==> src/hdl/msp_pkg.sv <==
// shared types and constants for the messagepack stream parser
`timescale 1ns / 1ps
package msp_pkg;

  localparam int unsigned FIFO_DEPTH = 4;
  localparam int unsigned FIFO_AW    = $clog2(FIFO_DEPTH);
  localparam int unsigned FIFO_CW    = $clog2(FIFO_DEPTH + 1);

  localparam logic [4:0] FIXSTR_MASK = 5'b11111;
  localparam logic [3:0] FIXCNT_MASK = 4'b1111;

  localparam logic [63:0] UINT64_BAD = 64'h7FFF_FFFF_FFFF_FFFF;
  localparam logic [62:0] FLT_POS_LIM = 63'h7FEF_FFFF_FFFF_FFFF;
  localparam logic [62:0] FLT_NEG_LIM = 63'h7FF0_0000_0000_0000;

  // second-byte range classes of a utf-8 sequence
  localparam logic [2:0] RNG_ANY = 3'd0;
  localparam logic [2:0] RNG_E0  = 3'd1;
  localparam logic [2:0] RNG_ED  = 3'd2;
  localparam logic [2:0] RNG_F0  = 3'd3;
  localparam logic [2:0] RNG_F4  = 3'd4;

  typedef enum logic [2:0] {
    CLS_FIXINT = 3'd0,
    CLS_NIL    = 3'd1,
    CLS_BOOL   = 3'd2,
    CLS_FIXMAP = 3'd3,
    CLS_FIXARR = 3'd4,
    CLS_FIXSTR = 3'd5,
    CLS_EXT    = 3'd6,
    CLS_UNSUP  = 3'd7
  } cls_e;

  typedef enum logic [2:0] {
    HDR_UINT   = 3'd0,
    HDR_UINT64 = 3'd1,
    HDR_FLOAT  = 3'd2,
    HDR_STR    = 3'd3,
    HDR_BIN    = 3'd4,
    HDR_ARR    = 3'd5,
    HDR_MAP    = 3'd6
  } hdr_e;

  typedef enum logic [1:0] {
    EV_HDR = 2'd0,
    EV_PAY = 2'd1,
    EV_ERR = 2'd2
  } ev_e;

  typedef enum logic [2:0] {
    KIND_NIL   = 3'd0,
    KIND_BOOL  = 3'd1,
    KIND_INT   = 3'd2,
    KIND_FLOAT = 3'd3,
    KIND_STR   = 3'd4,
    KIND_BIN   = 3'd5,
    KIND_ARR   = 3'd6,
    KIND_MAP   = 3'd7
  } kind_e;

  typedef enum logic [1:0] {
    ERR_CMD   = 2'd0,
    ERR_TRUNC = 2'd1,
    ERR_UTF8  = 2'd2,
    ERR_RANGE = 2'd3
  } err_e;

  typedef enum logic [3:0] {
    PH_CMD  = 4'b0001,
    PH_HDR  = 4'b0010,
    PH_PAY  = 4'b0100,
    PH_SKIP = 4'b1000
  } phase_e;

  // classified input word
  typedef struct packed {
    logic [7:0] data;
    logic       last;
    cls_e       cls;
    hdr_e       hdr;
    logic [3:0] extra;
    logic [1:0] lead_need;
    logic [2:0] lead_rng;
    logic       lead_bad;
    logic [4:0] cont_ok;
  } word_t;

  typedef struct packed {
    ev_e         ev;
    kind_e       kind;
    logic [63:0] value;
    logic [7:0]  pbyte;
    logic        plast;
    err_e        ecode;
  } res_t;

endpackage

==> src/hdl/msp_front.sv <==
// input stage: accepts stream words and classifies each byte
`timescale 1ns / 1ps
module msp_front (
  input  logic           clk_i,
  input  logic           rst_ni,
  input  logic           in_valid_i,
  output logic           in_ready_o,
  input  logic [7:0]     in_data_i,
  input  logic           in_last_i,
  output logic           push_o,
  input  logic           full_i,
  output msp_pkg::word_t word_o
);
  import msp_pkg::*;

  logic  valid_q;
  word_t word_q;
  word_t word_d;
  logic  accept;

  assign push_o     = valid_q && !full_i;
  assign in_ready_o = !valid_q || !full_i;
  assign accept     = in_valid_i && in_ready_o;
  assign word_o     = word_q;

  always_comb begin
    word_d           = '0;
    word_d.data      = in_data_i;
    word_d.last      = in_last_i;
    word_d.cls       = CLS_UNSUP;
    word_d.hdr       = HDR_UINT;
    word_d.extra     = 4'd0;
    // as a command byte
    if (in_data_i <= 8'h7F) begin
      word_d.cls = CLS_FIXINT;
    end else if (in_data_i <= 8'h8F) begin
      word_d.cls = CLS_FIXMAP;
    end else if (in_data_i <= 8'h9F) begin
      word_d.cls = CLS_FIXARR;
    end else if (in_data_i <= 8'hBF) begin
      word_d.cls = CLS_FIXSTR;
    end else if (in_data_i == 8'hC0) begin
      word_d.cls = CLS_NIL;
    end else if (in_data_i inside {8'hC2, 8'hC3}) begin
      word_d.cls = CLS_BOOL;
    end else begin
      word_d.cls = CLS_EXT;
      case (in_data_i)
        8'hCC: begin word_d.hdr = HDR_UINT;   word_d.extra = 4'd1; end
        8'hCD: begin word_d.hdr = HDR_UINT;   word_d.extra = 4'd2; end
        8'hCE: begin word_d.hdr = HDR_UINT;   word_d.extra = 4'd4; end
        8'hCF: begin word_d.hdr = HDR_UINT64; word_d.extra = 4'd8; end
        8'hCB: begin word_d.hdr = HDR_FLOAT;  word_d.extra = 4'd8; end
        8'hD9: begin word_d.hdr = HDR_STR;    word_d.extra = 4'd1; end
        8'hDA: begin word_d.hdr = HDR_STR;    word_d.extra = 4'd2; end
        8'hDB: begin word_d.hdr = HDR_STR;    word_d.extra = 4'd4; end
        8'hC4: begin word_d.hdr = HDR_BIN;    word_d.extra = 4'd1; end
        8'hC5: begin word_d.hdr = HDR_BIN;    word_d.extra = 4'd2; end
        8'hC6: begin word_d.hdr = HDR_BIN;    word_d.extra = 4'd4; end
        8'hDC: begin word_d.hdr = HDR_ARR;    word_d.extra = 4'd2; end
        8'hDD: begin word_d.hdr = HDR_ARR;    word_d.extra = 4'd4; end
        8'hDE: begin word_d.hdr = HDR_MAP;    word_d.extra = 4'd2; end
        8'hDF: begin word_d.hdr = HDR_MAP;    word_d.extra = 4'd4; end
        default: word_d.cls = CLS_UNSUP;
      endcase
    end
    // as a utf-8 lead byte
    word_d.lead_need = 2'd0;
    word_d.lead_rng  = RNG_ANY;
    word_d.lead_bad  = 1'b0;
    if (in_data_i == 8'h00) begin
      word_d.lead_bad = 1'b1;
    end else if (in_data_i <= 8'h7F) begin
      word_d.lead_need = 2'd0;
    end else if (in_data_i inside {[8'hC2:8'hDF]}) begin
      word_d.lead_need = 2'd1;
    end else if (in_data_i == 8'hE0) begin
      word_d.lead_need = 2'd2;
      word_d.lead_rng  = RNG_E0;
    end else if (in_data_i == 8'hED) begin
      word_d.lead_need = 2'd2;
      word_d.lead_rng  = RNG_ED;
    end else if (in_data_i inside {[8'hE1:8'hEF]}) begin
      word_d.lead_need = 2'd2;
    end else if (in_data_i == 8'hF0) begin
      word_d.lead_need = 2'd3;
      word_d.lead_rng  = RNG_F0;
    end else if (in_data_i == 8'hF4) begin
      word_d.lead_need = 2'd3;
      word_d.lead_rng  = RNG_F4;
    end else if (in_data_i inside {[8'hF1:8'hF3]}) begin
      word_d.lead_need = 2'd3;
    end else begin
      word_d.lead_bad = 1'b1;
    end
    // as a continuation byte, one flag per range class
    word_d.cont_ok[0] = in_data_i inside {[8'h80:8'hBF]};
    word_d.cont_ok[1] = in_data_i inside {[8'hA0:8'hBF]};
    word_d.cont_ok[2] = in_data_i inside {[8'h80:8'h9F]};
    word_d.cont_ok[3] = in_data_i inside {[8'h90:8'hBF]};
    word_d.cont_ok[4] = in_data_i inside {[8'h80:8'h8F]};
  end

  always_ff @(posedge clk_i or negedge rst_ni) begin
    if (!rst_ni) begin
      valid_q <= 1'b0;
    end else if (accept) begin
      valid_q <= 1'b1;
    end else if (push_o) begin
      valid_q <= 1'b0;
    end
  end

  always_ff @(posedge clk_i) begin
    if (accept) begin
      word_q <= word_d;
    end
  end

endmodule

==> src/hdl/msp_fifo.sv <==
// short queue of classified words between front and back
`timescale 1ns / 1ps
module msp_fifo (
  input  logic           clk_i,
  input  logic           rst_ni,
  input  logic           push_i,
  input  msp_pkg::word_t push_word_i,
  output logic           full_o,
  input  logic           pop_i,
  output logic           empty_o,
  output msp_pkg::word_t head_o
);
  import msp_pkg::*;

  word_t              mem_q [FIFO_DEPTH];
  logic [FIFO_AW-1:0] wr_ptr_q;
  logic [FIFO_AW-1:0] rd_ptr_q;
  logic [FIFO_CW-1:0] cnt_q;
  logic [FIFO_CW-1:0] cnt_d;

  assign full_o  = (cnt_q == FIFO_CW'(FIFO_DEPTH));
  assign empty_o = (cnt_q == '0);
  assign head_o  = mem_q[rd_ptr_q];

  always_comb begin
    cnt_d = cnt_q;
    if (push_i && !pop_i) begin
      cnt_d = cnt_q + 1'b1;
    end else if (pop_i && !push_i) begin
      cnt_d = cnt_q - 1'b1;
    end
  end

  always_ff @(posedge clk_i or negedge rst_ni) begin
    if (!rst_ni) begin
      wr_ptr_q <= '0;
      rd_ptr_q <= '0;
      cnt_q    <= '0;
    end else begin
      if (push_i) begin
        wr_ptr_q <= wr_ptr_q + 1'b1;
      end
      if (pop_i) begin
        rd_ptr_q <= rd_ptr_q + 1'b1;
      end
      cnt_q <= cnt_d;
    end
  end

  always_ff @(posedge clk_i) begin
    if (push_i) begin
      mem_q[wr_ptr_q] <= push_word_i;
    end
  end

  a_cnt_bound: assert property (@(posedge clk_i) disable iff (!rst_ni)
    cnt_q <= FIFO_CW'(FIFO_DEPTH))
    else $error("queue count above depth");

  a_ptr_gap: assert property (@(posedge clk_i) disable iff (!rst_ni)
    FIFO_AW'(wr_ptr_q - rd_ptr_q) == cnt_q[FIFO_AW-1:0])
    else $error("queue pointers disagree with count");

endmodule

==> src/hdl/msp_back.sv <==
// decode engine: runs the parse state per word and holds the result register
`timescale 1ns / 1ps
module msp_back (
  input  logic           clk_i,
  input  logic           rst_ni,
  input  logic           empty_i,
  input  msp_pkg::word_t word_i,
  output logic           pop_o,
  output logic           out_valid_o,
  input  logic           out_ready_i,
  output msp_pkg::res_t  res_o
);
  import msp_pkg::*;

  phase_e      phase_q, phase_d;
  hdr_e        hdr_q, hdr_d;
  logic [3:0]  left_q, left_d;
  logic [63:0] acc_q, acc_d;
  logic [31:0] pay_q, pay_d;
  logic        str_q, str_d;
  logic [1:0]  need_q, need_d;
  logic [2:0]  rng_q, rng_d;

  logic        out_valid_q;
  res_t        out_q;
  res_t        res;
  logic        emit;

  logic        fail_en;
  err_e        fail_code;
  logic        sp_en;
  kind_e       sp_kind;
  logic [31:0] sp_len;
  logic [63:0] acc_new;
  logic        flt_bad;
  logic        pay_last;
  logic        utf_ok;
  logic [1:0]  need_n;
  logic [2:0]  rng_n;

  assign pop_o       = !empty_i && (!out_valid_q || out_ready_i);
  assign out_valid_o = out_valid_q;
  assign res_o       = out_q;

  assign acc_new  = {acc_q[55:0], word_i.data};
  assign flt_bad  = acc_new[63] ? (acc_new[62:0] > FLT_NEG_LIM)
                                : (acc_new[62:0] >= FLT_POS_LIM);
  assign pay_last = (pay_q == 32'd1);

  // utf-8 step for a string payload byte
  always_comb begin
    utf_ok = 1'b1;
    need_n = need_q;
    rng_n  = rng_q;
    if (need_q == 2'd0) begin
      utf_ok = !word_i.lead_bad;
      need_n = word_i.lead_need;
      rng_n  = word_i.lead_rng;
    end else begin
      case (rng_q)
        RNG_ANY: utf_ok = word_i.cont_ok[0];
        RNG_E0:  utf_ok = word_i.cont_ok[1];
        RNG_ED:  utf_ok = word_i.cont_ok[2];
        RNG_F0:  utf_ok = word_i.cont_ok[3];
        RNG_F4:  utf_ok = word_i.cont_ok[4];
        default: utf_ok = 1'b0;
      endcase
      need_n = need_q - 2'd1;
      rng_n  = RNG_ANY;
    end
  end

  always_comb begin
    phase_d   = phase_q;
    hdr_d     = hdr_q;
    left_d    = left_q;
    acc_d     = acc_q;
    pay_d     = pay_q;
    str_d     = str_q;
    need_d    = need_q;
    rng_d     = rng_q;
    emit      = 1'b0;
    fail_en   = 1'b0;
    fail_code = ERR_CMD;
    sp_en     = 1'b0;
    sp_kind   = KIND_STR;
    sp_len    = '0;
    res.ev    = EV_HDR;
    res.kind  = KIND_NIL;
    res.value = '0;
    res.pbyte = '0;
    res.plast = 1'b0;
    res.ecode = ERR_CMD;

    case (phase_q)
      PH_CMD: begin
        case (word_i.cls)
          CLS_FIXINT: begin
            emit      = 1'b1;
            res.kind  = KIND_INT;
            res.value = {56'd0, word_i.data};
          end
          CLS_NIL: begin
            emit = 1'b1;
          end
          CLS_BOOL: begin
            emit      = 1'b1;
            res.kind  = KIND_BOOL;
            res.value = {63'd0, word_i.data[0]};
          end
          CLS_FIXMAP: begin
            emit      = 1'b1;
            res.kind  = KIND_MAP;
            res.value = {60'd0, word_i.data[3:0] & FIXCNT_MASK};
          end
          CLS_FIXARR: begin
            emit      = 1'b1;
            res.kind  = KIND_ARR;
            res.value = {60'd0, word_i.data[3:0] & FIXCNT_MASK};
          end
          CLS_FIXSTR: begin
            sp_en   = 1'b1;
            sp_kind = KIND_STR;
            sp_len  = {27'd0, word_i.data[4:0] & FIXSTR_MASK};
          end
          CLS_EXT: begin
            if (word_i.last) begin
              fail_en   = 1'b1;
              fail_code = ERR_TRUNC;
            end else begin
              hdr_d   = word_i.hdr;
              left_d  = word_i.extra;
              acc_d   = '0;
              phase_d = PH_HDR;
            end
          end
          default: begin
            fail_en   = 1'b1;
            fail_code = ERR_CMD;
          end
        endcase
      end
      PH_HDR: begin
        acc_d  = acc_new;
        left_d = left_q - 4'd1;
        if (left_q == 4'd1) begin
          phase_d = PH_CMD;
          case (hdr_q)
            HDR_UINT: begin
              emit      = 1'b1;
              res.kind  = KIND_INT;
              res.value = acc_new;
            end
            HDR_UINT64: begin
              if (acc_new == UINT64_BAD) begin
                fail_en   = 1'b1;
                fail_code = ERR_RANGE;
              end else begin
                emit      = 1'b1;
                res.kind  = KIND_INT;
                res.value = acc_new;
              end
            end
            HDR_FLOAT: begin
              if (flt_bad) begin
                fail_en   = 1'b1;
                fail_code = ERR_RANGE;
              end else begin
                emit      = 1'b1;
                res.kind  = KIND_FLOAT;
                res.value = acc_new;
              end
            end
            HDR_STR: begin
              sp_en   = 1'b1;
              sp_kind = KIND_STR;
              sp_len  = acc_new[31:0];
            end
            HDR_BIN: begin
              sp_en   = 1'b1;
              sp_kind = KIND_BIN;
              sp_len  = acc_new[31:0];
            end
            HDR_ARR: begin
              emit      = 1'b1;
              res.kind  = KIND_ARR;
              res.value = acc_new;
            end
            default: begin
              emit      = 1'b1;
              res.kind  = KIND_MAP;
              res.value = acc_new;
            end
          endcase
        end else if (word_i.last) begin
          fail_en   = 1'b1;
          fail_code = ERR_TRUNC;
        end
      end
      PH_PAY: begin
        pay_d = pay_q - 32'd1;
        if (!pay_last && word_i.last) begin
          fail_en   = 1'b1;
          fail_code = ERR_TRUNC;
        end else if (str_q && (!utf_ok || (pay_last && need_n != 2'd0))) begin
          fail_en   = 1'b1;
          fail_code = ERR_UTF8;
        end else begin
          emit      = 1'b1;
          res.ev    = EV_PAY;
          res.kind  = str_q ? KIND_STR : KIND_BIN;
          res.pbyte = word_i.data;
          res.plast = pay_last;
          if (str_q) begin
            need_d = need_n;
            rng_d  = rng_n;
          end
          if (pay_last) begin
            phase_d = PH_CMD;
          end
        end
      end
      default: begin
        if (word_i.last) begin
          phase_d = PH_CMD;
        end
      end
    endcase

    // string or binary header
    if (sp_en) begin
      if (sp_len == '0) begin
        emit     = 1'b1;
        res.kind = sp_kind;
        phase_d  = PH_CMD;
      end else if (word_i.last) begin
        fail_en   = 1'b1;
        fail_code = ERR_TRUNC;
      end else begin
        emit      = 1'b1;
        res.kind  = sp_kind;
        res.value = {32'd0, sp_len};
        phase_d   = PH_PAY;
        pay_d     = sp_len;
        str_d     = (sp_kind == KIND_STR);
        need_d    = 2'd0;
        rng_d     = RNG_ANY;
      end
    end

    if (fail_en) begin
      emit      = 1'b1;
      res.ev    = EV_ERR;
      res.kind  = KIND_NIL;
      res.value = '0;
      res.pbyte = '0;
      res.plast = 1'b0;
      res.ecode = fail_code;
      phase_d   = word_i.last ? PH_CMD : PH_SKIP;
      need_d    = 2'd0;
      rng_d     = RNG_ANY;
    end
  end

  always_ff @(posedge clk_i or negedge rst_ni) begin
    if (!rst_ni) begin
      phase_q     <= PH_CMD;
      hdr_q       <= HDR_UINT;
      left_q      <= '0;
      acc_q       <= '0;
      pay_q       <= '0;
      str_q       <= 1'b0;
      need_q      <= '0;
      rng_q       <= RNG_ANY;
      out_valid_q <= 1'b0;
    end else begin
      if (pop_o) begin
        phase_q <= phase_d;
        hdr_q   <= hdr_d;
        left_q  <= left_d;
        acc_q   <= acc_d;
        pay_q   <= pay_d;
        str_q   <= str_d;
        need_q  <= need_d;
        rng_q   <= rng_d;
      end
      if (pop_o && emit) begin
        out_valid_q <= 1'b1;
      end else if (out_ready_i) begin
        out_valid_q <= 1'b0;
      end
    end
  end

  always_ff @(posedge clk_i) begin
    if (pop_o && emit) begin
      out_q <= res;
    end
  end

  a_hdr_left: assert property (@(posedge clk_i) disable iff (!rst_ni)
    phase_q == PH_HDR |-> (left_q != 4'd0 && left_q <= 4'd8))
    else $error("header phase with no bytes left");

  a_pay_left: assert property (@(posedge clk_i) disable iff (!rst_ni)
    phase_q == PH_PAY |-> pay_q != 32'd0)
    else $error("payload phase with zero length left");

  a_utf_scope: assert property (@(posedge clk_i) disable iff (!rst_ni)
    need_q != 2'd0 |-> (phase_q == PH_PAY && str_q))
    else $error("open utf-8 sequence outside a string payload");

  a_last_ends: assert property (@(posedge clk_i) disable iff (!rst_ni)
    (pop_o && emit && res.ev == EV_PAY && res.plast) |=> phase_q == PH_CMD)
    else $error("final payload byte did not return to command phase");

endmodule

==> src/hdl/msgpack_stream_parser.sv <==
// top level of the messagepack stream parser
// a result word passes the classify register, the queue and the result register, in that order
// one input word per cycle unless the queue is full; each gives zero or one result word
// the classify stage and a four-word queue let input and output stall independently
// reset: asynchronous, active low; clears all parse state, decoding starts at a command byte
`timescale 1ns / 1ps
module msgpack_stream_parser (
  input  logic        clk_i,
  input  logic        rst_ni,
  input  logic        s_axis_tvalid,
  output logic        s_axis_tready,
  input  logic [7:0]  s_axis_tdata,  // [7:0] data_byte
  input  logic        s_axis_tlast,  // buffer_end
  output logic        m_axis_tvalid,
  input  logic        m_axis_tready,
  output logic [79:0] m_axis_tdata,  // [63:0] item_value, [71:64] payload_byte,
                                     // [73:72] error_code, [79:74] zero
  output logic [4:0]  m_axis_tuser,  // [1:0] event_res, [4:2] item_kind
  output logic        m_axis_tlast   // payload_last
);
  import msp_pkg::*;

  logic  push;
  logic  full;
  logic  pop;
  logic  empty;
  word_t push_word;
  word_t head_word;
  res_t  res;

  msp_front u_front (
    .clk_i      (clk_i),
    .rst_ni     (rst_ni),
    .in_valid_i (s_axis_tvalid),
    .in_ready_o (s_axis_tready),
    .in_data_i  (s_axis_tdata),
    .in_last_i  (s_axis_tlast),
    .push_o     (push),
    .full_i     (full),
    .word_o     (push_word)
  );

  msp_fifo u_fifo (
    .clk_i       (clk_i),
    .rst_ni      (rst_ni),
    .push_i      (push),
    .push_word_i (push_word),
    .full_o      (full),
    .pop_i       (pop),
    .empty_o     (empty),
    .head_o      (head_word)
  );

  msp_back u_back (
    .clk_i       (clk_i),
    .rst_ni      (rst_ni),
    .empty_i     (empty),
    .word_i      (head_word),
    .pop_o       (pop),
    .out_valid_o (m_axis_tvalid),
    .out_ready_i (m_axis_tready),
    .res_o       (res)
  );

  assign m_axis_tdata = {6'd0, res.ecode, res.pbyte, res.value};
  assign m_axis_tuser = {res.kind, res.ev};
  assign m_axis_tlast = res.plast;

endmodule
==> config.mk <==
export PLATFORM = sky130hd
export DESIGN_NAME = msgpack_stream_parser
export DESIGN_NICKNAME = d
export VERILOG_FILES = /design/src/hdl/msp_pkg.sv /design/src/hdl/msp_front.sv /design/src/hdl/msp_fifo.sv /design/src/hdl/msp_back.sv /design/src/hdl/msgpack_stream_parser.sv
export SDC_FILE = /design/constraint.sdc
export NUM_CORES = 1
export LEC_CHECK = 0
export ABC_AREA = 1
export BUFFER_PORTS_ARGS = -buffer_cell sky130_fd_sc_hd__buf_2
export CORE_UTILIZATION = 45
export CTS_BUF_LIST = sky130_fd_sc_hd__clkbuf_16
export DETAILED_ROUTE_END_ITERATION = 16
export PLACE_DENSITY = 0.72
export SYNTH_ARGS = -nofsm -noshare
export SYNTH_HDL_FRONTEND = slang
export SYNTH_SLANG_ARGS = --single-unit
==> constraint.sdc <==
create_clock -name clk_i -period 4.1 [get_ports clk_i]
set_input_delay 0.82 -clock clk_i [delete_from_list [all_inputs] [get_ports clk_i]]
set_output_delay 0.82 -clock clk_i [all_outputs]
set_load 0.02 [all_outputs]
## Word level (Yosys, flattened, before mapping)

Memory sizes are Yosys's and may differ from the RTL's.
Cells that the tools add are included.

| operators by class | value |
|---|---|
| add/sub/neg operators | 7 |
| order comparisons | 15 |
| equality and inequality tests | 47 |
| muxes and demuxes | 143 |
| bitwise gates (word level) | 3 |
| reductions and logical operators | 57 |

Operator list:

| cell | number |
|---|---|
| 67-bit case mux with 5 select lines | 1 |
| 67-bit case mux with 4 select lines | 1 |
| 67-bit two-way mux | 3 |
| 32-bit two-way mux | 6 |
| 8-bit == test, second input constant | 22 |
| 66-bit two-way mux | 2 |
| 64-bit case mux with 2 select lines | 1 |
| 56-bit two-way mux | 2 |
| 56-bit case mux with 2 select lines | 1 |
| 7-bit case mux with 15 select lines | 1 |
| 64-bit by 63-bit == test with 1-bit output, second input constant | 1 |
| 4-bit two-way mux | 16 |
| 64-bit two-way mux | 1 |
| 32-bit case mux with 2 select lines | 1 |
| 63-bit greater-or-equal comparator, second input constant | 1 |
| 63-bit greater-than comparator, second input constant | 1 |
| 3-bit two-way mux | 19 |
| 5-bit two-way mux | 11 |
| 8-bit greater-or-equal comparator, second input constant | 6 |
| 8-bit less-or-equal comparator, second input constant | 6 |
| 2-bit two-way mux | 23 |
| 1-bit two-way mux | 42 |
| 32-bit by 1-bit == test with 1-bit output, second input constant | 1 |
| 32-bit zero test | 1 |
| other kinds (37) | 102 |

| word-level totals | value |
|---|---|
| register bits | 224 |
| bits in writable memories | 120 |
| bits of input ports | 13 |
| output and inout port bits | 88 |
| word-level logic and storage cells | 306 |
| memories kept | 1 |

Memories:

| name | words | width | rd ports | clocked after memory_dff | write ports | line | RTL |
|---|---|---|---|---|---|---|---|
| u_fifo.mem_q | 4 | 30 | 1 | 0 | 1 | msp_fifo.sv:15 | `word_t mem_q [FIFO_DEPTH];` |

## Depth between registers and ports, before layout

Gate-level depths: netlist of the first run.

| depth | value |
|---|---|
| depth after elaboration | 16 |
| depth in mapped cells | 19 |
| mapped depth without buffers | 18 |

## By module

Synthesis of the first run repeated with hierarchy kept, for this count alone.

| unflattened totals | value |
|---|---|
| cells, all modules | 1619 |
| area, all modules | 16208.0 um^2 |

Modules (own cells, without submodules):

| module | instances | cells an instance | area each (um^2) | seq. area each (um^2) |
|---|---|---|---|---|
| msp_back | 1 | 1080 | 9472.8 | 5056.1 |
| msp_fifo | 1 | 398 | 5247.5 | 3778.6 |
| msp_front | 1 | 134 | 1438.9 | 925.9 |
| msgpack_stream_parser | 1 | 7 | 48.8 | 0.0 |

## Least setup slack after synthesis of the first run

OpenSTA, ideal clock, no wires.

| timing | value |
|---|---|
| kind | input to register |
| start | input port m_axis_tready |
| end | register u_back.out_q, in the netlist u_back.res_o[0], enable pin |
| setup time | 0.434 ns |
| arrival | 3.579 ns |
| data required time | 3.666 ns |
| path slack | 0.087 ns |
| cell stages on the path | 6 |
| path buffers | 2 |
| cells stage by stage | nor2_1 a31oi_2 clkbuf_1 clkbuf_1 o21ai_0 inv_1 |

| on the way | value |
|---|---|
| cells in the longest elaborated chain, start to end | 3 |

RTL lines:

| what | line | RTL |
|---|---|---|
| from (decl) | msgpack_stream_parser.sv:15 | `input logic m_axis_tready,` |
| 1-bit logical OR | msp_back.sv:41 | `assign pop_o = !empty_i && (!out_valid_q \|\| out_ready_i);` |
| 1-bit logical AND | msp_back.sv:41 |  |
| 1-bit logical AND | msp_back.sv:296 | `if (pop_o && emit) begin` |
| to (signal assigned) | msp_back.sv:297 | `out_q <= res;` |
| to (decl) | msp_back.sv:25 | `res_t out_q;` |

No other way between the ends.
A chain may end at the register's enable or synchronous reset.

## Worst setup path after layout of the first run

| timing | value |
|---|---|
| start | register u_fifo.rd_ptr_q[1] |
| end | register u_back.out_q, in the netlist u_back.res_o[54], enable pin |

| on the way | value |
|---|---|
| cells in the longest elaborated chain, start to end | 14 |
| elaborated cells on any way between the ends | 56 |
| classes of those cells | order compare (2); eq/ne (7); mux (34); reduce/logical (12); memory (1) |

RTL lines:

| what | line | RTL |
|---|---|---|
| from (decl) | msp_fifo.sv:17 | `logic [FIFO_AW-1:0] rd_ptr_q;` |
| from (signal assigned) | msp_fifo.sv:44 | `rd_ptr_q <= rd_ptr_q + 1'b1;` |
| memory read 4 x 30 bit (*) | -- |  |
| branches (longest 11 deep; another with 63-bit greater-or-equal comparator) | -- |  |
| 1-bit two-way mux (*) | msp_back.sv:251 | `if (fail_en) begin` |
| 1-bit logical AND (*) | msp_back.sv:296 |  |

Mark *: on every way between the ends.

==> run metrics, run 1 <==
Worst Path Required=4.32 ns; Final setup violation count=0; Initial Util=0.461; largest net degree at the start of global routing=57; synth top area cells=edfxtp_1, dfrtp_1, nand2_1, nor2_1, inv_1; CTS Hold Buffers Added=0; Slew headroom=0.301; 1st-pass router iterations=8; clock network latency to the later pin of the worst-skew pair=0.53 ns; most used routing layer=met2; drt drc=0; Post-CTS Setup Inserts=0; Synth Cell Area=roughly 16000 um2; # diodes=0; core box area=~34000 um2; CTS resizes=0; Die Wd=188 um; global-route wire length before repair=57600 um; Hold Crit Class=primary input to asynchronous set/reset pin; max capacitance violation total=0; register area share after synthesis=0.629; pwr dens=around 850 nW/um2; Final period util=0.835; Placed Cells=slightly above 2000; FF+latch area=between 9000 and 10000 um2; share of cells above drive strength 1=0.135; Synth Area in Compound Gates=0.0866; fillers=roughly 3000; I/O Buffers=94; Synth Area in Simple Gates=0.186; final worst path period need=about 3.4 ns; via/cell ratio=about 5.3; Seq cells post-synth=~340; Synth top area share=0.445; f_max=0.292 GHz; largest family of logic cells by synthesized area=simple AND/OR/NAND/NOR gates; Hold Vio Cnt, Final=0; max-slew violation count=0; leakage power figure=7.36 nW; met2 Usage GRT=0.345; crit-path max FO=48; post-route cell area=~18000 um2; EDFF count, synth=230; dominant synthesized flop cell=edfxtp_1; Row Count=67; Die H=between 150 and 200 um; total chip power=around 15 mW; routed wire length=36000 um; Post-DP HPWL=25100 um; root buffer cell=clkbuf_16; fin cells=approximately 2100; CTS buffer count=36; Multi-input gate area=around 4700 um2; TritonCTS Sinks=approximately 340; Max VDD drop=roughly 0.83 mV; Avg Inst Size Synth=between 10 and 15 um2; Adder-Cell Fraction of Synth Area=0.00854; Worst Tran Pin Value=1.05 ns; Ports=about 100; Synth cell types=57; status=finished clean; area post-placement=approximately 16000 um2; DIE AREA=between 30000 and 40000 um2; CP endpoint kind=register; initial antenna violation count=2; ys async rst share=0.331; M1 GR Usage=0.270; Synth area leader=edfxtp_1; clock buffer depth=3; Crit Path Category=register to register; 1st-iter DRT viols=945; DR WL/cell=~17 um; Yosys Warn Count=0; mux cell area share after synthesis=0.000645; CTS tree=done; number of global-route vias before repair=between 10000 and 15000; Final Skew=between 0.02 and 0.03 ns; RSZ-0062 raised after global routing=no; crit path DAT=roughly 3.6 ns; Clk pin slew, worst setup/hold paths=roughly 0.060 ns; TNS Setup=0 ns; Total GRT Usage=0.206; gpl congestion=~0.96; H-tree levels=2; NumNets Final=1649; Area Overhead vs Synth=13.6%; pre-CTS WS=around 0.75 ns; antenna viol nets, final=0; synthesized instance count=~1500; crit path launch type=register; met3 Usage GRT=0.0350; total gr overflow=0; Post-Synth XOR/XNOR Area=0.0181; vias=approximately 11000; Worst Slack Setup Final=0.675 ns
==> placed cells by master (no fill, tap or decap), types with 9 or more instances in the layout <==
master     netlist  routed
xor2_1          27      27
o211ai_1        13      13
nand2_1        264     264
o22ai_1         69      69
clkbuf_16        0      37
nand3_1         81      80
nand4_1         21      21
buf_2           18      93
nor3_1          17      17
nor2_2           5       9
edfxtp_1       230     230
a21oi_1         25      25
inv_1          198     203
o21ai_0         67      67
nor2_1         243     239
buf_4           13      17
dfrtp_1        113     112
o22ai_2          9       9
ha_1             9       9
==> worst paths after layout <==
check	slack, ns	from	end	cells after the start
max	0.68	u_fifo.rd_ptr_q[1]	u_back.res_o[54]	15
min	0.28	rst_ni	u_back.pay_q[17]	1
max reg2reg	0.68	u_fifo.rd_ptr_q[1]	u_back.res_o[54]	15
min reg2reg	0.50	u_front.word_o[0]	u_fifo.mem_q[2][0]	0
max in group asynchronous	3.04	rst_ni	u_back.phase_q[0]	2
min in group clk_i	0.48	s_axis_tlast	u_front.word_o[21]	1
==> metrics by stage <==
stage               hold WS, ns   util
floorplan                 0.459      -
global placement          0.468  0.488
detailed placement        0.480  0.488
CTS                       0.305  0.523
global route              0.325  0.523
finish                    0.276  0.523
==> report_power, final <==
group          internal (mW)  total (mW)  switching [mW]
combinational           1.56        5.75            4.19
clock                   1.91        3.26            1.35
sequential              5.29        5.90           0.604
==> cell families (layout without fill, tap and decap cells) <==
kind of cell    count (synthesis)  count (layout)
simple gates                  665             665
fa+ha+maj                      10              10
mux                             1               1
buf+inv                       258             385
xor+xnor                       32              32
flops                         344             344
compound gates                211             211
other cells                     1               6
==> sequential cells by signal (all words and copies together) (netlist names) <==
| register | cells |
|---|---|
| u_back.phase_q | 4 |
| u_fifo.rd_ptr_q | 2 |
| u_fifo.cnt_q | 3 |
| u_back.rng_q | 3 |
| u_back.pay_q | 32 |
| u_front.word_o | 30 |
| u_back.str_q | 1 |
| u_back.acc_q | 56 |
| u_fifo.mem_q | 120 |
| u_back.res_o | 80 |
| u_back.hdr_q | 3 |
| u_front.valid_q | 1 |
| u_back.left_q | 4 |
| u_fifo.wr_ptr_q | 2 |
| u_back.need_q | 2 |
| u_back.out_valid_o | 1 |
==> synthesized netlist by cell type (3+ instances only) <==
| cell type | number |
|---|---|
| nand2_1 | 264 |
| nor2_1 | 243 |
| edfxtp_1 | 230 |
| inv_1 | 198 |
| dfrtp_1 | 113 |
| nand3_1 | 81 |
| o22ai_1 | 69 |
| o21ai_0 | 67 |
| xor2_1 | 27 |
| a21oi_1 | 25 |
| nand4_1 | 21 |
| buf_2 | 18 |
| nor3_1 | 17 |
| buf_4 | 13 |
| o211ai_1 | 13 |
| clkbuf_1 | 9 |
| ha_1 | 9 |
| o22ai_2 | 9 |
| buf_6 | 8 |
| inv_2 | 7 |
| o221ai_1 | 7 |
| nand2_2 | 5 |
| nand3b_1 | 5 |
| nor2_2 | 5 |
| nor4_1 | 5 |
| xnor2_1 | 5 |
| a31oi_1 | 4 |
| buf_1 | 3 |
| nand2_4 | 3 |
| nand3_2 | 3 |
| nor2_4 | 3 |
| o21ai_1 | 3 |
| o31ai_1 | 3 |
==> worst max-delay path, cell delays in order (launching register included) <==
cell and delay, ns:
dfrtp_1 0.37, inv_1 0.45, nand3_1 0.14, nand2_1 0.20, nand3_1 0.13, nor2_1 0.23, nand3_1 0.11, nand2_1 0.09
nand2_1 0.05, nand3_1 0.08, nand2_1 0.12, nor2_1 0.17, nand3_1 0.09, o21ai_0 0.44, clkinv_2 0.12, buf_4 0.32
==> layer usage <==
layer	vias up	routed length (um)
li1	5314	-
met1	5274	15200
met2	431	17400
met3	81	2450
met4	0	1020
met5	-	0
==> cell type report <==
class                      instances  share of cell area
timing repair buffer             112              0.0359
inverter                         207              0.0446
tap                              448              0.0318
clock inverter                    29              0.0148
multi-input combinational        925               0.267
sequential                       344               0.553
clock buffer                      37              0.0525
Note: power is estimated with default switching activity, not from simulation.
==> run 2: changes to the inputs <==
- clock period: 4.1 -> 3.3 ns (I/O delays scaled with it)
==> run 2 against run 1 <==
- sequential power up 24%
- first-iteration DRC count up 13%
- highest routed layer unchanged
- clock power increased by 20%
- largest power group is now combinational cells
- largest cell class unchanged
- utilization rose by 0.43 points
- routed wire length increased by 1.7%
- hold slack worse by 0.12 ns
- non-clock buffer count up 15
- die area stayed put
- critical path depth is 1 lower
- combinational power grew 30%
==> run metrics, run 2 (synthesis results as in run 1) <==
Hold Crit Class=primary input to asynchronous set/reset pin; TritonCTS Sinks=around 340; clock network latency to the later pin of the worst-skew pair=between 0.5 and 0.6 ns; Ports=between 100 and 150; antenna viol nets, final=0; RR Startpoint=u_fifo.rd_ptr_q[0]; 1st-iter DRT viols=1070; Worst R2R End=u_back.res_o[48]; most frequent cells in the layout=nand2_1, nor2_1, edfxtp_1; NumNets Final=about 1700; number of global-route vias before repair=10800; Slew headroom=0.529; H-tree levels=2; Row Count=67; pre-CTS WS=approximately 0.23 ns; status=finished clean; # diodes=0; Hold Vio Cnt, Final=0; Worst Tran Pin Value=around 0.70 ns; global-route wire length before repair=slightly below 60000 um; core box area=33700 um2; crit path launch type=register; FF-to-FF setup slack=0.28 ns; Min Hold Slack=0.157 ns; max capacitance violation total=0; Worst Slack Setup Final=approximately 0.28 ns; Clk pin slew, worst setup/hold paths=roughly 0.070 ns; root buffer cell=clkbuf_16; drt drc=0; crit path DAT=between 3 and 4 ns; DR WL/cell=around 17 um; Worst Path Required=roughly 3.5 ns; CP endpoint kind=register; Die H=roughly 190 um; CTS Hold Buffers Added=0; DIE AREA=about 35000 um2; Area Overhead vs Synth=14.5%; Die Wd=between 150 and 200 um; CTS tree=done; Post-DP HPWL=25700 um; 1st-pass router iterations=5; r2r worst-path depth=14; final worst path period need=3.02 ns; Final setup violation count=0; pwr dens=1050 nW/um2; total gr overflow=0; Final Skew=between 0.02 and 0.025 ns; initial antenna violation count=0; max-slew violation count=0; gpl congestion=a little under 1; crit-path max FO=32; share of cells above drive strength 1=0.150; routed wire length=approximately 37000 um; vias=roughly 11000; CTS buffer count=35; largest net degree at the start of global routing=81; RSZ-0062 raised after global routing=no; Max VDD drop=~0.55 mV; Initial Util=0.461; Crit Path Category=register to register; TNS Setup=0 ns; clock buffer depth=3; I/O Buffers=94; Core Util, Final=0.528; Total GRT Usage=0.209; leakage power figure=around 7.4 nW; Final period util=0.914; f_max=0.332 GHz; Largest register FFs=120; via/cell ratio=5.27; commonest non-fill, non-tap cell in the layout=nand2_1; largest register by flop count=u_fifo.mem_q
==> run 2: per-stage QoR <==
step | instances | cell area, um2 | power (mW)
after floorplan | 1527 | 15600 | 12.3
after global placement | 2050 | 16600 | 14.6
after detailed placement | 2050 | 16600 | 14.7
after global routing | 2113 | 17800 | 19.8
final | 2113 | 17800 | 18.7
after CTS | 2112 | 17800 | 18.7
==> run 2: what timing repair did <==
item	CTS	global route
setup endpoints to repair	0	80
hold endpoints to repair	0	0
setup buffers	0	1
gates resized for setup	0	3
==> run 2: report_power, final <==
group          total, mW  switching, mW  leakage (nW)  internal [mW]
Sequential          7.34          0.768          3.70           6.58
Combinational       7.46           5.32          3.16           2.14
Clock               3.91           1.57         0.574           2.34
Total               18.7           7.66          7.43           11.1
==> run 2: layer usage <==
metal  vias to the layer above  track usage  routed length, um
met2                       394        0.349              17500
met1                      5310        0.288              16200
met3                        69       0.0243               1990
met5                         -            0                  0
li1                       5352            -                  -
met4                         0       0.0597                919
==> run 2: layout make-up <==
type                            count  area, um2
Inverter                          207        791
Fill cell                        2992      15900
Clock buffer                       37        926
Clock inverter                     25        216
Timing Repair Buffer              127        778
Tap cell                          448        561
Sequential cell                   344       9760
Multi-Input combinational cell    925       4750
==> run 2: critical path, stage by stage (launching register included) <==
cell	delay [ns]
dfrtp_4	0.57
buf_4	0.24
buf_4	0.17
a21oi_1	0.17
a32oi_2	0.14
nor2_2	0.17
nand2_1	0.08
nand2_2	0.10
nand2_1	0.10
nand2_4	0.13
nand2_8	0.11
inv_4	0.17
nor2_8	0.07
inv_2	0.39
nor2_1	0.12
==> run 2: worst max path at each step <==
stage | end | slack (ns) | depth (start not counted) | startpoint
after floorplan | u_back.res_o[0] | -0.07 | 16 | u_fifo.rd_ptr_q[0]
after global placement | u_back.res_o[27] | 0.29 | 14 | u_fifo.rd_ptr_q[0]
final | u_back.res_o[48] | 0.28 | 14 | u_fifo.rd_ptr_q[0]
after CTS | u_back.res_o[32] | 0.21 | 16 | u_fifo.rd_ptr_q[0]
after detailed placement | u_back.res_o[25] | 0.23 | 16 | u_fifo.rd_ptr_q[0]
after global routing | u_back.res_o[30] | 0.02 | 17 | u_fifo.rd_ptr_q[0]
